$ cat src/rtl/core/gtg_pkg.sv
package gtg_pkg;

	localparam int CordicStagesDefault = 16;

	// datapath widths
	localparam int CW = 46;   // cordic x/y width (signed)
	localparam int ZW = 28;   // cordic angle width (signed, Q24)

	localparam logic signed [ZW-1:0] ANG_PI  = 28'sd52707179;
	localparam logic signed [ZW-1:0] ANG_2PI = 28'sd105414358;
	localparam logic signed [15:0] ERR_LIMIT = 16'sd25736;
	localparam logic [29:0] INV_GAIN_Q30 = 30'd652032874;

	// register indexes
	localparam logic [2:0] REG_LIN_GAIN  = 3'd0;
	localparam logic [2:0] REG_ANG_GAIN  = 3'd1;
	localparam logic [2:0] REG_MAX_LIN   = 3'd2;
	localparam logic [2:0] REG_MAX_ANG   = 3'd3;
	localparam logic [2:0] REG_ARRIVE    = 3'd4;
	localparam logic [2:0] REG_ALIGN     = 3'd5;

	typedef struct packed {
		logic [15:0] linear_gain;
		logic [15:0] angular_gain;
		logic [15:0] max_linear_speed;
		logic [15:0] max_angular_speed;
		logic [30:0] arrive_distance;
		logic [14:0] turn_cut_angle;
	} cfg_t;

	// one vectoring lane of the cordic chain
	typedef struct packed {
		logic signed [CW-1:0] x;
		logic signed [CW-1:0] y;
		logic signed [ZW-1:0] z;
	} lane_t;

	function automatic logic signed [ZW-1:0] atan_entry(input int i);
		logic signed [ZW-1:0] r;
		unique case (i)
			0: r = 28'sd13176795;
			1: r = 28'sd7778716;
			2: r = 28'sd4110060;
			3: r = 28'sd2086331;
			4: r = 28'sd1047214;
			5: r = 28'sd524117;
			6: r = 28'sd262123;
			7: r = 28'sd131069;
			8: r = 28'sd65536;
			9: r = 28'sd32768;
			default: r = (i <= 24) ? ZW'(28'sd1 <<< (24 - i)) : '0;
		endcase
		return r;
	endfunction

endpackage

$ cat src/rtl/core/gtg_post.sv
module gtg_post (
	input  logic clk,
	input  logic arst_n,
	input  logic en,
	input  logic vld_in,
	input  gtg_pkg::lane_t yaw_in,
	input  gtg_pkg::lane_t brg_in,
	input  gtg_pkg::cfg_t cfg,
	output logic vld_out,
	output logic [15:0] linear_cmd,
	output logic signed [16:0] angular_cmd,
	output logic reached
);
	import gtg_pkg::*;

	// reciprocal of 5, exact as (n * DIV5_MUL) >> 34 for any 32-bit n
	localparam logic [31:0] DIV5_MUL = 32'hCCCCCCCD;

	// stage 1: gain-scaled magnitude and wrapped, rounded heading error
	logic vld_s1, vld_s2, vld_s3;
	logic [37:0] mag_s1;
	logic signed [ZW:0] err_s1;
	logic [67:0] dprod_s2;
	logic signed [15:0] err_s2;
	logic [31:0] dist_s3;
	logic signed [15:0] err_s3;
	logic [47:0] v28_s4;
	logic signed [32:0] w25_s4;
	logic near_s4, cut_s4, vld_s4;
	logic signed [ZW:0] e_wrap;
	logic signed [ZW:0] e_rnd;
	logic signed [15:0] e_sat;
	logic [15:0] e_abs;
	logic cut_w;
	logic [31:0] v12q;
	logic [63:0] v12m;
	logic [31:0] v12w;
	logic signed [32:0] w12w;
	logic signed [16:0] lim;

	function automatic logic signed [ZW:0] e_rnd_in(input logic signed [ZW:0] e);
		return (e + (ZW+1)'(1024)) >>> 11;
	endfunction

	always_comb begin
		e_wrap = (ZW+1)'(brg_in.z) - (ZW+1)'(yaw_in.z);
		if (e_wrap > (ZW+1)'(ANG_PI)) e_wrap = e_wrap - (ZW+1)'(ANG_2PI);
		else if (e_wrap < -(ZW+1)'(ANG_PI)) e_wrap = e_wrap + (ZW+1)'(ANG_2PI);
		e_rnd = (e_rnd_in(e_wrap));
	end

	always_comb begin
		if (err_s1 > (ZW+1)'(ERR_LIMIT)) e_sat = ERR_LIMIT;
		else if (err_s1 < -(ZW+1)'(ERR_LIMIT)) e_sat = -ERR_LIMIT;
		else e_sat = err_s1[15:0];
	end

	always_ff @(posedge clk or negedge arst_n) begin
		if (!arst_n) begin
			vld_s1 <= 1'b0; vld_s2 <= 1'b0; vld_s3 <= 1'b0; vld_s4 <= 1'b0;
		end else if (en) begin
			vld_s1 <= vld_in; vld_s2 <= vld_s1; vld_s3 <= vld_s2; vld_s4 <= vld_s3;
		end
	end

	assign e_abs = err_s3[15] ? 16'(-err_s3) : err_s3;
	assign cut_w = e_abs > 16'(cfg.turn_cut_angle);

	always_ff @(posedge clk) begin
		if (en) begin
			// magnitude truncated to Q16.16, error wrapped and rounded
			mag_s1   <= 38'(brg_in.x >>> 8);
			err_s1   <= e_rnd;
			dprod_s2 <= 68'(mag_s1) * 68'(INV_GAIN_Q30) + 68'(1 << 29);
			err_s2   <= e_sat;
			dist_s3  <= dprod_s2[61:30];
			err_s3   <= err_s2;
			// gains and compare, rounding bias folded in (five halves when cut)
			v28_s4   <= 48'(cfg.linear_gain) * 48'(dist_s3) +
				(cut_w ? 48'd163840 : 48'd32768);
			w25_s4   <= $signed({17'b0, cfg.angular_gain}) * 33'(err_s3);
			near_s4  <= {1'b0, dist_s3} < 33'(cfg.arrive_distance);
			cut_s4   <= cut_w;
		end
	end

	// stage 5: cut, round and clamp
	always_comb begin
		v12q = v28_s4[47:16];
		v12m = 64'(v12q) * 64'(DIV5_MUL);
		v12w = cut_s4 ? 32'(v12m >> 34) : v12q;
		w12w = (w25_s4 + 33'sd4096) >>> 13;
		lim = $signed({1'b0, cfg.max_angular_speed});
	end

	always_ff @(posedge clk or negedge arst_n) begin
		if (!arst_n) begin
			vld_out <= 1'b0;
		end else if (en) begin
			vld_out <= vld_s4;
		end
	end

	always_ff @(posedge clk) begin
		if (en) begin
			reached <= near_s4;
			if (near_s4) begin
				linear_cmd <= '0;
				angular_cmd <= '0;
			end else begin
				linear_cmd <= (v12w > 32'(cfg.max_linear_speed)) ?
					cfg.max_linear_speed : v12w[15:0];
				if (w12w > 33'(lim)) angular_cmd <= lim;
				else if (w12w < -33'(lim)) angular_cmd <= -lim;
				else angular_cmd <= w12w[16:0];
			end
		end
	end
endmodule

$ cat config.mk
export PLATFORM = sky130hd
export DESIGN_NAME = gtg_post
export DESIGN_NICKNAME = d
export VERILOG_FILES = /design/src/rtl/core/gtg_pkg.sv /design/src/rtl/core/gtg_post.sv
export SDC_FILE = /design/constraint.sdc
export NUM_CORES = 2
export LEC_CHECK = 0
export BUFFER_PORTS_ARGS = -buffer_cell sky130_fd_sc_hd__buf_2
export CELL_PAD_IN_SITES_DETAIL_PLACEMENT = 1
export CELL_PAD_IN_SITES_GLOBAL_PLACEMENT = 1
export CORE_AREA = 8 8 451 453
export DETAILED_ROUTE_END_ITERATION = 12
export DIE_AREA = 0 0 459 461
export GPL_ROUTABILITY_DRIVEN = 0
export PLACE_DENSITY = 0.67
export SYNTH_ARGS = -nofsm -noshare
export SYNTH_HDL_FRONTEND = slang
export SYNTH_SLANG_ARGS = --single-unit
$ cat constraint.sdc
create_clock -name clk -period 13 [get_ports clk]
set_clock_uncertainty 0.15 [all_clocks]
set_input_delay 1.3 -clock clk [delete_from_list [all_inputs] [get_ports clk]]
set_output_delay 1.3 -clock clk [all_outputs]
set_load 0.02 [all_outputs]
== Word level (Yosys, flattened, before mapping) ==
Cells that the tools add are included.

* Flip-flop bits (word level): 304
* Latch bits: 0
* RAM bits: 0
* Memory bits (read-only): 0
* Input port bits: 354
* Memories kept: 0

* $add $sub $neg: 10
* Multipliers: 4
* Divide/modulo/power cells: 0
* Order comparisons: 9
* Equal/unequal tests: 0
* Shift-type cells: 0
* Multiplexer cells: 9
* Bitwise gates (word level): 0
* Reductions and logical operators: 2

{| class="wikitable"
|+ Operators by type and width
! operator !! count
|-
| $mul A32 B32 Y64 const B || 1
|-
| $mux W16 || 4
|-
| $add A62 B30 Y62 const B || 1
|-
| $mul A38 B29 Y61 const B || 1
|-
| $mux W29 || 2
|-
| $add A48 B18 Y48 || 1
|-
| $mul A16 B32 Y48 || 1
|-
| $add A33 B14 Y33 const B || 1
|-
| $lt A20 B33 Y1 || 1
|-
| $mul A17 B16 Y33 || 1
|-
| $neg A16 Y33 || 1
|-
| $gt A32 B16 Y1 || 1
|-
| $lt A32 B31 Y1 || 1
|-
| $mux W32 || 1
|-
| $add A29 B12 Y29 const B || 1
|-
| $add A29 B28 Y29 const B || 1
|-
| $gt A29 B27 Y1 const B || 1
|-
| $lt A29 B27 Y1 const B || 1
|-
| $sub A28 B28 Y29 || 1
|-
| $sub A29 B28 Y29 const B || 1
|-
| $gt A20 B17 Y1 || 1
|-
| $gt A18 B16 Y1 const B || 1
|-
| $lt A18 B16 Y1 const B || 1
|-
| $mux W18 || 1
|-
| 5 further kinds || 6
|}

== Logic depth before layout (Yosys ltp) ==
* Depth after elaboration: 5
* Mapped depth: 48
* Gate-level depth less buffers: 46

== Worst setup path after synthesis ==
Ideal clock, no wire load.

* Kind: reg-to-reg
* From: reg v28_s4[21]
* To: reg linear_cmd[11], data pin
* Data arrival time: 9.519 ns
* Required time: 12.578 ns
* Path slack: 3.059 ns
* Stages on the path, launching flop included: 45
* Path buffers: 2
* Clock period less this slack: 9.941 ns
* Path through: edfxtp_1 -> ha_1 -> inv_1 -> fa_1 -> inv_1 -> fa_1 -> fa_1 -> fa_1 -> fa_1 -> fa_1 -> inv_1 -> fa_1 -> inv_1 -> ha_1 -> a21o_1 -> a21o_1 -> a21oi_1 -> o211ai_1 -> [... 9 more ...] -> ha_1 -> a21o_1 -> a21o_1 -> a21oi_1 -> nor2b_1 -> o21ai_0 -> nand2b_1 -> a21oi_1 -> a21boi_0 -> o22ai_1 -> nand4_1 -> a211oi_1 -> a31oi_1 -> or4_1 -> clkbuf_1 -> clkbuf_1 -> nor2_1 -> a211oi_1

* Word-level cells in the longest chain between the ends: 4

{| class="wikitable"
|+ Ends and longest elaborated chain
! what !! RTL line !! source
|-
| from (decl) || gtg_post.sv:27 || <nowiki>logic [47:0] v28_s4;</nowiki>
|-
| from (signal assigned) || gtg_post.sv:79 || <nowiki>v28_s4 <= 48'(cfg.linear_gain) * 48'(dist_s3) +</nowiki>
|-
| $mul A32 B32 Y64 || gtg_post.sv:90 || <nowiki>v12m = 64'(v12q) * 64'(DIV5_MUL);</nowiki>
|-
| $mux W32 * || gtg_post.sv:91 || <nowiki>v12w = cut_s4 ? 32'(v12m >> 34) : v12q;</nowiki>
|-
| $gt A32 B16 Y1 || gtg_post.sv:111 || <nowiki>linear_cmd <= (v12w > 32'(cfg.max_linear_speed)) ?</nowiki>
|-
| $mux W16 * || gtg_post.sv:111 ||
|-
| to (signal assigned) || gtg_post.sv:111 ||
|-
| to (decl) || gtg_post.sv:10 || <nowiki>output logic [15:0] linear_cmd,</nowiki>
|}

Every way passes the cells marked *; elsewhere a longest branch is shown, timed or not.
A chain may end at the register's enable or synchronous reset.

== Worst setup path in the final report ==
* From: reg v28_s4[21]
* To: reg linear_cmd[0], data pin

Same word-level chain as after synthesis.

==> out/metrics.yaml <==
synth_adder_area_share_pct: 59.43
hp-class: "reg -> reg"
fin_nets: 10980
slew_headroom_pct: 23.95
nFillCells: 22470
die_h_um: 461
numCtsBuffers: 35
synth_fp_nets: 10820
setup_viol: 0
die_w_um: 459
cp.buffers_inverters: 6
io_pins: 389
cts.hold.buffers_added: 0
htreeDepth: 2
ys_ff_latch: 246
area_growth_pct: 7.355
synth_top_family_by_area: "adder cells"
clockBufferDepth: 3
synth-compound-area-share_pct: 6.140
ys_types: 85
drc: 0
synthMuxAreaShare_pct: 0.3736
cts_resized: 0
yosys_warnings: 0
grt_util_all_layers_pct: 21.95
rsz0062_at_grt: "false"
clockRootBuffer: "clkbuf_16"
synth_xor_area_share_pct: 2.763
viasPerCell: 5.101
ys.flop_type: "edfxtp_1"
synth-simple-area-share_pct: 9.991
slowest_stage: "fa_1"
post-route-period-util_pct: 93.45
portBuffers: 242
grt_pass1_vias: 63460
synth_top_area_cell: "fa_1"
synth_edf_count: 241
grt_max_degree: 68
cap_violations: 0
drive_gt1_share_pct: 5.260
cts_tree: "done"
antenna_found_initial: 15
fin_crit_ns: 12.15
synth-async-reset-ratio_pct: 2.033
status: "completed"
clk_pin_slew_worst_paths_ns: 0.05
syn_area_mm2: 0.07603
worstPathArrival_ns: 12.46
initial_core_util_pct: 38.75
firstDrtPassIters: 5
clk_latency_ns: 0.63
wl_per_cell_um: 21.71
num_vias: 54210
fin_setup_tns_ns: 0
hold_violations: 0
synth_area_leaders: "fa_1 (41%), ha_1 (18%), inv_1 (11%), edfxtp_1 (9.5%), nand2_1 (3.1%)"
start_kind: "flip-flop"
syn_area_per_cell_um2: 9.752
crit_required_ns: 13.31
cp_max_fo: 32
hpwl_mm: 195.7
drtIter0Drc: 2493
cts_setup_buffers: 0
core_mm2: 0.1962
fmax_mhz: 82.31
slew_violations: 0
ys_seq_area_share_pct: 9.683
die-area_mm2: 0.2116
critPathMostFrequentCell: "fa_1"
path_class: "reg -> reg"
cpPeakStageDelay_ns: 0.61
ant_nets: 0
synthCells: 7796
rows: 163
clock_sinks: 246
grt_overflow: 0
crit_family: "adder cells"
yosys.area.top_type_share_pct: 41.34
cp-end-kind: "flip-flop"
regArea_mm2: 0.007362
tightest_slew_ns: 1.141
multi_input_area_mm2: 0.05985
routed_wl_mm: 230.8
grt_pass1_wl_mm: 363.4
flip-flops by register name, indices dropped and copies added (netlist names), 16 cells and up:
signal       count
mag_s1          38
dist_s3         32
dprod_s2        32
v28_s4          32
w25_s4          21
err_s1          18
angular_cmd     17
err_s2          16
err_s3          16
linear_cmd      16
cells in the mapped netlist (9+ instances only):
| master | count |
|---|---|
| inv_1 | 2172 |
| fa_1 | 1570 |
| ha_1 | 1099 |
| nand2_1 | 622 |
| and2_1 | 300 |
| edfxtp_1 | 241 |
| nor2_1 | 197 |
| a21oi_1 | 188 |
| clkbuf_1 | 170 |
| xnor2_1 | 158 |
| o21ai_0 | 130 |
| a21o_1 | 105 |
| xor2_1 | 80 |
| nand3_1 | 79 |
| nand4_1 | 61 |
| nor3_1 | 60 |
| a211oi_1 | 59 |
| nand2b_1 | 46 |
| nor2b_1 | 42 |
| and3_1 | 39 |
| o21a_1 | 39 |
| or3_1 | 30 |
| nor4_1 | 26 |
| o211ai_1 | 20 |
| mux2_2 | 19 |
| or2_2 | 17 |
| a31oi_1 | 16 |
| o31ai_1 | 15 |
| and4_1 | 14 |
| o21bai_1 | 13 |
| a21boi_0 | 10 |
| a211o_1 | 9 |
cell usage in the layout (no fill, tap or decap), drive strengths merged, types with 79 or more instances in the layout:
cell type / Yosys / final
inv: 2172 / 2175
fa: 1570 / 1570
ha: 1099 / 1099
nand2: 622 / 622
buf: 10 / 307
and2: 301 / 301
edfxtp: 241 / 241
nor2: 198 / 198
a21oi: 189 / 189
xnor2: 159 / 159
o21ai: 134 / 134
a21o: 105 / 105
xor2: 80 / 80
nand3: 79 / 79
per-stage QoR:
step	std cells	util [%]	worst slack, ns	instance area, um2	hold slack (ns)
finish	10630	41.60	0.8509	81620	0.2671
detailed placement	10560	40.97	0.9812	80370	0.2563
global placement	10560	40.97	1.139	80370	0.2510
floorplan	7796	-	3.059	76030	0.2503
global route	10630	41.60	0.1867	81620	0.2712
CTS	10630	41.60	0.9491	81610	0.2688
final timing paths:
path	to	slack, ns	startpoint	cells after the start
min in group asynchronous	vld_out	0.33	arst_n	1
max in group asynchronous	vld_s3	12.24	arst_n	1
hold / removal	dist_s3[14]	0.27	dprod_s2[44]	0
setup reg to reg	linear_cmd[0]	0.85	v28_s4[21]	44
setup / recovery	linear_cmd[0]	0.85	v28_s4[21]	44
hold reg to reg	dist_s3[14]	0.27	dprod_s2[44]	0
metal layers:
layer	track usage (%)	routed length [um]	vias to the layer above
li1	-	-	24280
met1	27.23	96440	28300
met2	39.68	115700	1181
met3	2.240	8724	436
met4	7.881	9803	6
met5	0	41	-
final cells by class:
cell class,instances,share of cell area [%]
multi-input cells,5197,73.32
inverters,2172,9.989
flip-flops and latches,246,9.020
well taps,2640,4.047
repair buffers,307,2.094
clock buffers,39,1.091
clock inverters,24,0.4277
diodes,3,0.009198
logic make-up (layout without fill, tap and decap cells):
group	Yosys count	after routing
fa+ha+maj	2669	2669
buf+inv	2353	2542
simple gates	1556	1556
compound gates	707	707
flops	246	246
xor+xnor	239	239
mux	26	26
other cells	0	3
Power is not shown: default switching activity piles up to over one toggle a cycle in this logic, so the estimate is an artifact.
